File: config.mk
export PLATFORM = sky130hd
export DESIGN_NAME = c_escape_string_decoder_unit
export DESIGN_NICKNAME = d
export VERILOG_FILES = /design/src/rtl/cesd_pkg.sv /design/src/rtl/cesd_front.sv /design/src/rtl/cesd_back.sv /design/src/rtl/c_escape_string_decoder_unit.sv
export SDC_FILE = /design/constraint.sdc
export NUM_CORES = 1
export LEC_CHECK = 0
export BUFFER_PORTS_ARGS = -buffer_cell sky130_fd_sc_hd__buf_2
export CAP_MARGIN = 20
export CORE_MARGIN = 2
export CORE_UTILIZATION = 51
export DETAILED_ROUTE_END_ITERATION = 12
export HOLD_SLACK_MARGIN = 0.03
export PLACE_DENSITY = 0.68
export SYNTH_ARGS = -nofsm -noshare
export SYNTH_HDL_FRONTEND = slang
export SYNTH_HIERARCHICAL = 1
export SYNTH_SLANG_ARGS = --single-unit
File: constraint.sdc
create_clock -name clk -period 7.3 [get_ports clk]
set_input_delay 0.365 -clock clk [delete_from_list [all_inputs] [get_ports clk]]
set_output_delay 0.365 -clock clk [all_outputs]
set_load 0.02 [all_outputs]
File: src/rtl/cesd_pkg.sv
`default_nettype none
package cesd_pkg;

  // Result kinds.
  localparam logic [1:0] KIND_BYTE = 2'd0;
  localparam logic [1:0] KIND_END  = 2'd1;
  localparam logic [1:0] KIND_OVF  = 2'd2;

  localparam logic [7:0] MAX_LEN_RESET = 8'd31;

  // Characters with a meaning of their own.
  localparam logic [7:0] CH_NUL    = 8'h00;
  localparam logic [7:0] CH_TAB    = 8'h09;
  localparam logic [7:0] CH_CR     = 8'h0d;
  localparam logic [7:0] CH_SPACE  = 8'h20;
  localparam logic [7:0] CH_BSLASH = 8'h5c;
  localparam logic [7:0] CH_ZERO   = 8'h30;
  localparam logic [7:0] CH_SEVEN  = 8'h37;
  localparam logic [7:0] CH_NINE   = 8'h39;
  localparam logic [7:0] CH_LC_A   = 8'h61;
  localparam logic [7:0] CH_LC_F   = 8'h66;
  localparam logic [7:0] CH_UC_A   = 8'h41;
  localparam logic [7:0] CH_UC_F   = 8'h46;
  localparam logic [7:0] CH_LC_B   = 8'h62;
  localparam logic [7:0] CH_LC_N   = 8'h6e;
  localparam logic [7:0] CH_LC_R   = 8'h72;
  localparam logic [7:0] CH_LC_T   = 8'h74;
  localparam logic [7:0] CH_LC_V   = 8'h76;
  localparam logic [7:0] CH_X      = 8'h78;

  // Control codes of the letter escapes.
  localparam logic [7:0] CODE_BS = 8'd8;
  localparam logic [7:0] CODE_HT = 8'd9;
  localparam logic [7:0] CODE_LF = 8'd10;
  localparam logic [7:0] CODE_VT = 8'd11;
  localparam logic [7:0] CODE_FF = 8'd12;
  localparam logic [7:0] CODE_CR = 8'd13;

  typedef enum logic [1:0] {
    MODE_PLAIN,
    MODE_ESC,
    MODE_OCT,
    MODE_HEX
  } mode_t;

  // One classified character, as the front hands it to the back.
  typedef struct packed {
    logic [7:0] ch;
    logic       nul;
    logic       term;
    logic       bslash;
    logic       is_x;
    logic       oct_ok;
    logic [2:0] oct_val;
    logic       hex_ok;
    logic [3:0] hex_val;
    logic       esc_ok;
    logic [7:0] esc_val;
  } cls_t;

  typedef struct packed {
    logic [1:0] kind;
    logic [7:0] out_byte;
    logic [7:0] length;
    logic [9:0] chars_used;
    logic       last;
  } res_t;

endpackage
`default_nettype wire

File: src/rtl/cesd_front.sv
`default_nettype none
module cesd_front (
  input  wire logic          clk,
  input  wire logic          rst,
  input  wire logic          push,
  output logic               full,
  input  wire logic [7:0]    ch,
  output logic               head_valid,
  output cesd_pkg::cls_t     head,
  input  wire logic          head_pop
);
  import cesd_pkg::*;

  cls_t       cls;
  cls_t       q [4];
  logic [1:0] wp;
  logic [1:0] rp;
  logic [2:0] count;
  logic       wr_ok;
  logic       rd_ok;
  logic [7:0] hex_tmp;

  always_comb begin
    hex_tmp     = 8'd0;
    cls         = '0;
    cls.ch      = ch;
    cls.nul     = (ch == CH_NUL);
    cls.term    = (ch == CH_NUL) || (ch == CH_SPACE) || (ch >= CH_TAB && ch <= CH_CR);
    cls.bslash  = (ch == CH_BSLASH);
    cls.is_x    = (ch == CH_X);
    cls.oct_ok  = (ch >= CH_ZERO) && (ch <= CH_SEVEN);
    cls.oct_val = ch[2:0];
    if (ch >= CH_ZERO && ch <= CH_NINE) begin
      cls.hex_ok = 1'b1;
      hex_tmp    = ch - CH_ZERO;
    end else if (ch >= CH_LC_A && ch <= CH_LC_F) begin
      cls.hex_ok = 1'b1;
      hex_tmp    = ch - CH_LC_A + 8'd10;
    end else if (ch >= CH_UC_A && ch <= CH_UC_F) begin
      cls.hex_ok = 1'b1;
      hex_tmp    = ch - CH_UC_A + 8'd10;
    end
    cls.hex_val = hex_tmp[3:0];
    cls.esc_ok  = 1'b1;
    unique case (ch)
      CH_LC_N: cls.esc_val = CODE_LF;
      CH_LC_R: cls.esc_val = CODE_CR;
      CH_LC_B: cls.esc_val = CODE_BS;
      CH_LC_T: cls.esc_val = CODE_HT;
      CH_LC_F: cls.esc_val = CODE_FF;
      CH_LC_V: cls.esc_val = CODE_VT;
      default: begin
        cls.esc_ok  = 1'b0;
        cls.esc_val = 8'd0;
      end
    endcase
  end

  assign full       = (count == 3'd4);
  assign head_valid = (count != 3'd0);
  assign head       = q[rp];
  assign wr_ok      = push && !full;
  assign rd_ok      = head_pop && head_valid;

  always_ff @(posedge clk) begin
    if (wr_ok) begin
      q[wp] <= cls;
    end
  end

  always_ff @(posedge clk) begin
    if (rst) begin
      wp    <= 2'd0;
      rp    <= 2'd0;
      count <= 3'd0;
    end else begin
      if (wr_ok) begin
        wp <= wp + 2'd1;
      end
      if (rd_ok) begin
        rp <= rp + 2'd1;
      end
      count <= count + {2'd0, wr_ok} - {2'd0, rd_ok};
    end
  end

endmodule
`default_nettype wire

File: src/rtl/cesd_back.sv
`default_nettype none
module cesd_back (
  input  wire logic          clk,
  input  wire logic          rst,
  input  wire logic [7:0]    max_len,
  input  wire logic          head_valid,
  input  wire cesd_pkg::cls_t head,
  output logic               head_pop,
  output logic               empty,
  input  wire logic          pop,
  output cesd_pkg::res_t     res_head
);
  import cesd_pkg::*;

  mode_t       mode;
  mode_t       mode_next;
  logic [11:0] acc;
  logic [11:0] acc_next;
  logic [1:0]  dcnt;
  logic [1:0]  dcnt_next;
  logic [7:0]  bcnt;
  logic [7:0]  bcnt_next;
  logic [9:0]  ucnt;
  logic [9:0]  ucnt_next;

  res_t        res0;
  res_t        res1;
  res_t        pres;
  logic [1:0]  n_res;
  logic        take;
  logic        run_plain;
  logic        pres_valid;
  logic [7:0]  bcnt_p;
  logic        dig_ok;
  logic [11:0] acc_dig;

  res_t        oq [4];
  logic [1:0]  owp;
  logic [1:0]  orp;
  logic [2:0]  ocount;
  logic        out_ok;

  function automatic res_t mk_res(logic [1:0] k, logic [7:0] b, logic [7:0] len,
                                  logic [9:0] used);
    res_t r;
    r.kind       = k;
    r.out_byte   = b;
    r.length     = len;
    r.chars_used = used;
    r.last       = 1'b0;
    return r;
  endfunction

  // A character is taken only when the result queue has room for two results.
  assign take     = head_valid && (ocount <= 3'd2);
  assign head_pop = take;

  always_comb begin
    mode_next  = mode;
    acc_next   = acc;
    dcnt_next  = dcnt;
    bcnt_next  = bcnt;
    ucnt_next  = ucnt;
    res0       = '0;
    res1       = '0;
    pres       = '0;
    pres_valid = 1'b0;
    n_res      = 2'd0;
    run_plain  = 1'b0;
    bcnt_p     = bcnt;
    dig_ok     = 1'b0;
    acc_dig    = 12'd0;
    if (take) begin
      unique case (mode)
        MODE_PLAIN: run_plain = 1'b1;
        MODE_ESC: begin
          ucnt_next = ucnt + 10'd1;
          mode_next = MODE_PLAIN;
          if (head.nul) begin
            res0      = mk_res(KIND_END, 8'd0, bcnt, ucnt + 10'd1);
            n_res     = 2'd1;
            acc_next  = 12'd0;
            dcnt_next = 2'd0;
            bcnt_next = 8'd0;
            ucnt_next = 10'd0;
          end else if (head.esc_ok) begin
            bcnt_next = bcnt + 8'd1;
            res0      = mk_res(KIND_BYTE, head.esc_val, bcnt + 8'd1, ucnt + 10'd1);
            n_res     = 2'd1;
          end else if (head.is_x) begin
            mode_next = MODE_HEX;
            acc_next  = 12'd0;
            dcnt_next = 2'd0;
          end else if (head.oct_ok) begin
            mode_next = MODE_OCT;
            acc_next  = {9'd0, head.oct_val};
            dcnt_next = 2'd1;
          end else begin
            bcnt_next = bcnt + 8'd1;
            res0      = mk_res(KIND_BYTE, head.ch, bcnt + 8'd1, ucnt + 10'd1);
            n_res     = 2'd1;
          end
        end
        MODE_OCT, MODE_HEX: begin
          dig_ok  = (mode == MODE_OCT) ? head.oct_ok : head.hex_ok;
          acc_dig = (mode == MODE_OCT) ? {acc[8:0], head.oct_val} : {acc[7:0], head.hex_val};
          if (dig_ok) begin
            ucnt_next = ucnt + 10'd1;
            if (dcnt == 2'd2) begin
              bcnt_next = bcnt + 8'd1;
              res0      = mk_res(KIND_BYTE, acc_dig[7:0], bcnt + 8'd1, ucnt + 10'd1);
              n_res     = 2'd1;
              mode_next = MODE_PLAIN;
              acc_next  = 12'd0;
              dcnt_next = 2'd0;
            end else begin
              acc_next  = acc_dig;
              dcnt_next = dcnt + 2'd1;
            end
          end else begin
            // The escape's byte goes out first, then the character starts over.
            res0      = mk_res(KIND_BYTE, (dcnt != 2'd0) ? acc[7:0] : CH_X,
                               bcnt + 8'd1, ucnt);
            n_res     = 2'd1;
            bcnt_p    = bcnt + 8'd1;
            bcnt_next = bcnt + 8'd1;
            mode_next = MODE_PLAIN;
            acc_next  = 12'd0;
            dcnt_next = 2'd0;
            run_plain = 1'b1;
          end
        end
        default: ;
      endcase

      if (run_plain) begin
        if (head.term) begin
          pres       = mk_res(KIND_END, 8'd0, bcnt_p, ucnt + 10'd1);
          pres_valid = 1'b1;
          mode_next  = MODE_PLAIN;
          acc_next   = 12'd0;
          dcnt_next  = 2'd0;
          bcnt_next  = 8'd0;
          ucnt_next  = 10'd0;
        end else if (bcnt_p >= max_len) begin
          // The character at the limit is dropped and not counted.
          pres       = mk_res(KIND_OVF, 8'd0, bcnt_p, ucnt);
          pres_valid = 1'b1;
          mode_next  = MODE_PLAIN;
          acc_next   = 12'd0;
          dcnt_next  = 2'd0;
          bcnt_next  = 8'd0;
          ucnt_next  = 10'd0;
        end else begin
          ucnt_next = ucnt + 10'd1;
          if (head.bslash) begin
            mode_next = MODE_ESC;
          end else begin
            bcnt_next  = bcnt_p + 8'd1;
            pres       = mk_res(KIND_BYTE, head.ch, bcnt_p + 8'd1, ucnt + 10'd1);
            pres_valid = 1'b1;
          end
        end
        if (pres_valid) begin
          if (n_res == 2'd0) begin
            res0  = pres;
            n_res = 2'd1;
          end else begin
            res1  = pres;
            n_res = 2'd2;
          end
        end
      end

      if (n_res == 2'd1) begin
        res0.last = 1'b1;
      end else if (n_res == 2'd2) begin
        res1.last = 1'b1;
      end
    end
  end

  always_ff @(posedge clk) begin
    if (rst) begin
      mode <= MODE_PLAIN;
      acc  <= 12'd0;
      dcnt <= 2'd0;
      bcnt <= 8'd0;
      ucnt <= 10'd0;
    end else begin
      mode <= mode_next;
      acc  <= acc_next;
      dcnt <= dcnt_next;
      bcnt <= bcnt_next;
      ucnt <= ucnt_next;
    end
  end

  assign empty    = (ocount == 3'd0);
  assign res_head = oq[orp];
  assign out_ok   = pop && !empty;

  always_ff @(posedge clk) begin
    if (n_res != 2'd0) begin
      oq[owp] <= res0;
    end
    if (n_res == 2'd2) begin
      oq[owp + 2'd1] <= res1;
    end
  end

  always_ff @(posedge clk) begin
    if (rst) begin
      owp    <= 2'd0;
      orp    <= 2'd0;
      ocount <= 3'd0;
    end else begin
      owp <= owp + n_res;
      if (out_ok) begin
        orp <= orp + 2'd1;
      end
      ocount <= ocount + {1'b0, n_res} - {2'd0, out_ok};
    end
  end

endmodule
`default_nettype wire

File: src/rtl/c_escape_string_decoder_unit.sv
`default_nettype none
// Decoder for C-style escaped tokens, one raw character per transaction.
// Input side is a queue: a character on ch is taken when push is high and
// full is low. Result side is a queue too: the oldest result sits on kind,
// out_byte, length, chars_used and last while empty is low, and pop takes it.
// Each character gives zero, one or two results; last marks the final one.
// The front classifies characters into a four-entry queue; the back runs
// the escape state machine, one character per cycle while the result queue
// has room, into a four-entry result queue. Each character is registered in
// the input queue and its results in the result queue once it is taken.
// The back takes a character only when the result queue has room for two.
// With a receiver that pops every cycle the block moves one result per cycle,
// so it sustains one character per cycle while characters give at most one
// result each; characters that give two results can make the back wait.
// A stalled receiver fills the result queue and then the input queue, after
// which full rises. max_len is written through cfg_wen and cfg_wdata. The
// user must do so only while no character is in flight; the block does not
// enforce it. A write in the middle of a token applies from the next limit
// check. Reset clears both queues, the token state and sets max_len to 31.
module c_escape_string_decoder_unit (
  input  wire logic       clk,
  input  wire logic       rst,
  input  wire logic       push,
  output logic            full,
  input  wire logic [7:0] ch,
  output logic            empty,
  input  wire logic       pop,
  output logic [1:0]      kind,
  output logic [7:0]      out_byte,
  output logic [7:0]      length,
  output logic [9:0]      chars_used,
  output logic            last,
  input  wire logic       cfg_wen,
  input  wire logic [7:0] cfg_wdata
);
  import cesd_pkg::*;

  logic [7:0] max_len;
  logic       head_valid;
  logic       head_pop;
  cls_t       head;
  res_t       res_head;

  always_ff @(posedge clk) begin
    if (rst) begin
      max_len <= MAX_LEN_RESET;
    end else if (cfg_wen) begin
      max_len <= cfg_wdata;
    end
  end

  cesd_front u_front (
    .clk        (clk),
    .rst        (rst),
    .push       (push),
    .full       (full),
    .ch         (ch),
    .head_valid (head_valid),
    .head       (head),
    .head_pop   (head_pop)
  );

  cesd_back u_back (
    .clk        (clk),
    .rst        (rst),
    .max_len    (max_len),
    .head_valid (head_valid),
    .head       (head),
    .head_pop   (head_pop),
    .empty      (empty),
    .pop        (pop),
    .res_head   (res_head)
  );

  assign kind       = res_head.kind;
  assign out_byte   = res_head.out_byte;
  assign length     = res_head.length;
  assign chars_used = res_head.chars_used;
  assign last       = res_head.last;

endmodule
`default_nettype wire
# Yosys cells after proc, flatten, opt, wreduce, memory -nomap -nowiden
# Memory sizes are Yosys's and may differ from the RTL's. A register that Yosys moved wholly into a read port is not among the register bits.
# Cells that the tools add are included.
# word_totals
ff_bits	56
ram_bits	220
inputBits	21
output_inout_bits	31
elab_cells	199
memories	2
# op_classes
n_addsub	18
n_lt_le_gt_ge	11
n_eq_ne	18
muxes	114
n_reduce_logical	24
# memory_table
name	words	word_bits	read_ports	rd_ports_with_merged_regs	wr	line_no	text
u_back.oq	4	29	1	1	2	cesd_back.sv:37	res_t oq [4];
u_front.q	4	26	1	1	1	cesd_front.sv:15	cls_t q [4];
# op_table
op	n
29-bit 2-to-1 mux	13
12-bit 2-to-1 mux	10
8-bit 2-to-1 mux	14
27-bit 2-to-1 mux	4
8-bit by 7-bit == test with 1-bit output (second input constant)	8
2-bit 2-to-1 mux	32
29-bit case mux with 2 select lines	1
10-bit 2-to-1 mux	5
1-bit 2-to-1 mux	24
12-bit case mux with 2 select lines	1
4-bit case mux with 6 select lines	1
10-bit case mux with 2 select lines	1
8-bit by 1-bit adder with 8-bit output (second input constant)	2
8-bit by 7-bit greater-or-equal comparator with 1-bit output (second input constant)	2
8-bit by 6-bit less-or-equal comparator with 1-bit output (second input constant)	2
8-bit by 7-bit less-or-equal comparator with 1-bit output (second input constant)	2
8-bit case mux with 2 select lines	1
4-bit 2-to-1 mux	3
2-bit case mux with 2 select lines	3
4-bit by 1-bit subtractor with 4-bit output (second input constant)	3
10-bit by 1-bit adder with 10-bit output (second input constant)	1
2-bit by 1-bit adder with 2-bit output (second input constant)	5
2-bit == test (second input constant)	5
1-bit logical AND	9
other kinds (25)	33

# Depth between registers and ports, before layout
# logic_depth
depth_word	17
ltp_mapped	22
ltp_nobuf	18

# Hierarchy
# Netlist, hierarchy kept.
# by_module_without_submodules
mod	instances	cells_each	area_per_inst_um2	seq_area_each_um2
cesd_back	1	1094	10421.2	4264.1
cesd_front	1	230	4147.7	2822.7
c_escape_string_decoder_unit	1	26	299.0	160.2

# Worst setup path after synthesis
# OpenSTA, ideal clock, no wires.
# synth_timing
kind	reg-to-reg
from	register (tool-made name)
to	memory u_back/oq[3][0] in the netlist's numbering (enable)
setup_time_ns	0.418
t_arrival_ns	5.189
t_required_ns	6.882
setup_slack_ns	1.693
stages_incl_launch_ff	21
n_path_buf	5
synth_period_minus_slack_ns	5.607
path_cell_list	dfxtp_1 > buf_6 > mux4_2 > buf_4 > mux2i_4 > buf_6 > nand2_2 > nor2_4 > xor2_4 > ha_1 > nand2_1 > nor3_4 > a21o_1 > buf_4 > ha_1 > and3_1 > buf_4 > inv_2 > nor2_1 > o22ai_1 > nor2b_1
# synth_rtl
element	line_no
end: declaration	cesd_back.sv:37

==> run summary <==
=======================================================================================
Power density of the placed cells ........................................ 383.8 nW/µm²
Arrival time of data at the critical path endpoint .......................      5980 ps
Period utilisation layout ................................................       0.7770
Worst-case vdd ir drop ...................................................     222.2 µV
Global router's overall resource usage ...................................       0.2377
Final Routed Wirelength ..................................................     36400 µm
Slack of the worst reg-to-reg path .......................................      1630 ps
Area of the multi-input gates ............................................     6899 µm²
Number of violations reported at the end of detailed-routing iteration 0 .         1163
Share of cells above drive strength 1 ....................................       0.1759
Primary flip-flop cell chosen by synthesis mapping ....................... sky130_fd_sc_hd__edfxtp_1
Number of antenna violations at the first check in global routing ........            0
Via count of the first global-routing pass ...............................        10370
Post-synth top area share ................................................       0.4120
Total leakage power ......................................................  0.005654 µW
Endpoint of the lowest-slack register-to-register path ................... u_back/oq[3][2]
Routability congestion estimate from global placement ....................       0.9087
Count of unique library cells instantiated by Yosys ......................          109
Synthesized netlist cell count ...........................................         1350
Last element of the critical path ........................................ u_back/oq[3][2]
Seq/Total Area, Yosys ....................................................       0.4874
Max transition margin ....................................................       0.3028
Clock tree from TritonCTS ................................................          yes
Final Hold Fails .........................................................            0
CTS HTree Levels .........................................................            1
Setup-violating endpoint count in the final report .......................            0
Hold_sp .................................................................. cfg_wdata[7]
GRT met3 Usage ...........................................................      0.03829
Number of flops mapped to enable cells by yosys ..........................          204
Sequential cell area .....................................................     7248 µm²
Global-route wire length before repair ...................................     57790 µm
Share of flip-flops with an asynchronous set or reset after synthesis ....            0
Sum Neg Setup Slack ......................................................         0 ps
Number of nets with antenna violations after detailed routing ............            0
Number of pins with negative max-slew slack in the final report ..........            0
I/O pin count ............................................................           52
Total number of placement rows ...........................................           62
Post-Syn Area per Cell ...................................................    11.01 µm²
DRC violations left ......................................................            0
Cell type with the highest aggregate area in the netlist ................. sky130_fd_sc_hd__edfxtp_1
Nature of the critical path startpoint ...................................    flip-flop
Global routing usage on met1 .............................................       0.3319
Clock-pin slew on the worst setup and hold paths .........................        60 ps
Clock sink count .........................................................          260
FF+latch count, synth ....................................................          260
Aggregate global routing overflow ........................................            0
DIE AREA .................................................................    30530 µm²
Startpoint-to-endpoint class of the critical path ........................ flip-flop to flip-flop
Maximum number of pins on one net before global-route repair .............           53
Top fanout value on the critical path ....................................           30
Highest attainable clock frequency .......................................   0.1763 GHz
Outcome .................................................................. complete, no violations
Worst Setup Slack, final .................................................      1628 ps
Ys Warns .................................................................            6
Post-CTS Setup Bufs ......................................................            0
Critical path endpoint category ..........................................    flip-flop
Vias/cell ................................................................        6.200
Unrepaired setup endpoints after global routing ..........................        false
Root Buffer .............................................................. sky130_fd_sc_hd__clkbuf_16
Finished Cell Area .......................................................    16170 µm²
Y dimension of the die ...................................................     174.7 µm
Tightest Pin Transition ..................................................      1046 ps
Layout filler cell count .................................................         2415
Worst hold slack .........................................................     42.60 ps
Half-perimeter wire length after detailed placement ......................     24680 µm
Nets .....................................................................         1400
Class of the tightest hold or removal check .............................. input pin to flip-flop
Core Box Area ............................................................    28700 µm²
Post-DP Area .............................................................    15180 µm²
Worst setup skew after layout ............................................     13.76 ps
Reg2reg path depth .......................................................           14
Most crowded layer after global routing ..................................         met2
Met2 usage ...............................................................       0.3958
Total number of vias .....................................................        10870
Setup slack at placement .................................................      1711 ps
Longest Clk Path Bufs ....................................................            3
TritonCTS Buffers ........................................................           28
Cell area after synthesis ................................................    14870 µm²
Antenna Cells ............................................................            0
Clk Latency, worst-skew pair .............................................       560 ps
Count of port buffers added during placement .............................           51
Initial Util .............................................................       0.5180
Fin crit period ..........................................................      5672 ps
Routed wire length per instance ..........................................     20.75 µm
Detailed-router iteration count before antenna repair ....................            5
Max-Cap Viols ............................................................            0
Biggest area contributors in the synthesized netlist ..................... sky130_fd_sc_hd__edfxtp_1 (41%), sky130_fd_sc_hd__mux4_2 (7.6%), sky130_fd_sc_hd__dfxtp_1 (7.5%), sky130_fd_sc_hd__nand2_1 (3.7%), sky130_fd_sc_hd__o21ai_0 (3.6%)
CP Data Required Time ....................................................      7600 ps
Signed area change from the synthesized netlist to the final layout ......       8.760%
Die Width ................................................................     174.7 µm
=======================================================================================
==> state kept, by name, summed over array words and instances, names as in the netlist, 3 cells and up, named ones only <==
name and flops:
max_len 8, u_back/acc 8, u_back/bcnt 8, u_back/ocount 3, u_back/oq 116, u_back/ucnt 10
u_front/count 3, u_front/q 88
==> power breakdown <==
| group | total, µW | internal (µW) | switching (µW) |
|---|---|---|---|
| Clock | 1400 | 813 | 587 |
| Combinational | 2680 | 943 | 1740 |
| Sequential | 2130 | 1970 | 155 |
| Total | 6210 | 3730 | 2480 |
==> per-layer routing <==
metal,wire length [µm],up-vias
met5,0,-
met3,2990,58
li1,-,5059
met2,17310,443
met4,589,0
met1,15510,5314
==> stage by stage <==
step / power (µW) / std cells / utilization
2_1_floorplan: 4099 / 1353 / -
3_3_place_gp: 4723 / 1697 / 0.5289
3_5_place_dp: 4782 / 1697 / 0.5289
4_1_cts: 6193 / 1753 / 0.5627
5_1_grt: 6545 / 1754 / 0.5634
6_report: 6207 / 1754 / 0.5634
==> critical path, cell delays in order, from the launching register on <==
cell	delay [ps]
sky130_fd_sc_hd__dfxtp_1	440
sky130_fd_sc_hd__mux4_2	660
sky130_fd_sc_hd__mux2i_4	470
sky130_fd_sc_hd__nand2_2	300
sky130_fd_sc_hd__nor2_4	220
sky130_fd_sc_hd__xor2_4	120
sky130_fd_sc_hd__ha_1	310
sky130_fd_sc_hd__nand2_1	120
sky130_fd_sc_hd__nor3_4	420
sky130_fd_sc_hd__a21o_1	420
sky130_fd_sc_hd__ha_1	240
sky130_fd_sc_hd__and3_1	280
sky130_fd_sc_hd__inv_2	140
sky130_fd_sc_hd__or3_1	790
sky130_fd_sc_hd__mux2_1	470
==> cell usage after synthesis, drive strengths merged (24+ instances only) <==
cell type	n
buf	59
dfxtp	56
nor3	26
inv	39
o21ai	130
edfxtp	204
ha	28
clkbuf	52
nand2	148
mux2i	24
o22ai	26
xnor2	26
a21oi	63
nand3	54
nor2b	24
a21o	26
nor2	95
mux4	51
==> cell families (layout without fill, tap and decap cells) <==
family | count (synthesis) | after routing | synth area share
fa+ha+maj | 30 | 30 | 0.02626
compound gates | 355 | 355 | 0.1602
other cells | 1 | 4 | 0.0002522
flops | 260 | 260 | 0.4874
buf+inv | 150 | 167 | 0.04965
mux | 82 | 82 | 0.1003
xor+xnor | 35 | 35 | 0.02466
simple gates | 437 | 437 | 0.1512
==> how the worst min path moves through the flow <==
stage | endpoint | depth (start not counted)
2_1_floorplan | u_front/count[0] | 1
3_3_place_gp | u_back/acc[6] | 2
3_5_place_dp | u_back/acc[5] | 2
4_1_cts | max_len[7] | 3
5_1_grt | max_len[5] | 3
6_report | max_len[7] | 3
==> final cells by class <==
class                           instances  share of cell area
Sequential cell                       260              0.4482
Inverter                               39            0.009053
Tap cell                              384             0.02971
Clock inverter                         20             0.01292
Clock buffer                           31             0.04403
Timing Repair Buffer                   77             0.02940
Multi-Input combinational cell        943              0.4266
==> placed cells by master, fill, tap and decap left out, types with 6 or more instances in the layout <==
master / n
sky130_fd_sc_hd__and2_1: 10
sky130_fd_sc_hd__o211ai_1: 8
sky130_fd_sc_hd__inv_1: 35
sky130_fd_sc_hd__and3_1: 20
sky130_fd_sc_hd__a32oi_1: 9
sky130_fd_sc_hd__edfxtp_1: 204
sky130_fd_sc_hd__buf_4: 20
sky130_fd_sc_hd__xnor2_1: 22
sky130_fd_sc_hd__nand2_1: 146
sky130_fd_sc_hd__clkbuf_16: 28
sky130_fd_sc_hd__ha_1: 28
sky130_fd_sc_hd__a22oi_1: 14
sky130_fd_sc_hd__a221oi_1: 10
sky130_fd_sc_hd__a211oi_1: 9
sky130_fd_sc_hd__mux4_2: 50
sky130_fd_sc_hd__o22ai_1: 25
sky130_fd_sc_hd__xor2_1: 8
sky130_fd_sc_hd__a21o_1: 26
sky130_fd_sc_hd__nand4_1: 6
sky130_fd_sc_hd__a31oi_1: 8
sky130_fd_sc_hd__nand3_1: 51
sky130_fd_sc_hd__clkinv_2: 6
sky130_fd_sc_hd__nand2b_1: 11
sky130_fd_sc_hd__a21oi_1: 57
sky130_fd_sc_hd__nor2_1: 89
sky130_fd_sc_hd__dfxtp_1: 55
sky130_fd_sc_hd__o21ai_0: 107
sky130_fd_sc_hd__mux2i_1: 23
sky130_fd_sc_hd__nor2b_1: 22
sky130_fd_sc_hd__nor3_1: 23
sky130_fd_sc_hd__buf_2: 51
sky130_fd_sc_hd__o21ai_1: 18
==> timing repair <==
action                    CTS  global route
hold buffers                5             0
hold endpoints to repair    5             0
resized for setup           0             0
Note: power is estimated with default switching activity, not from simulation.
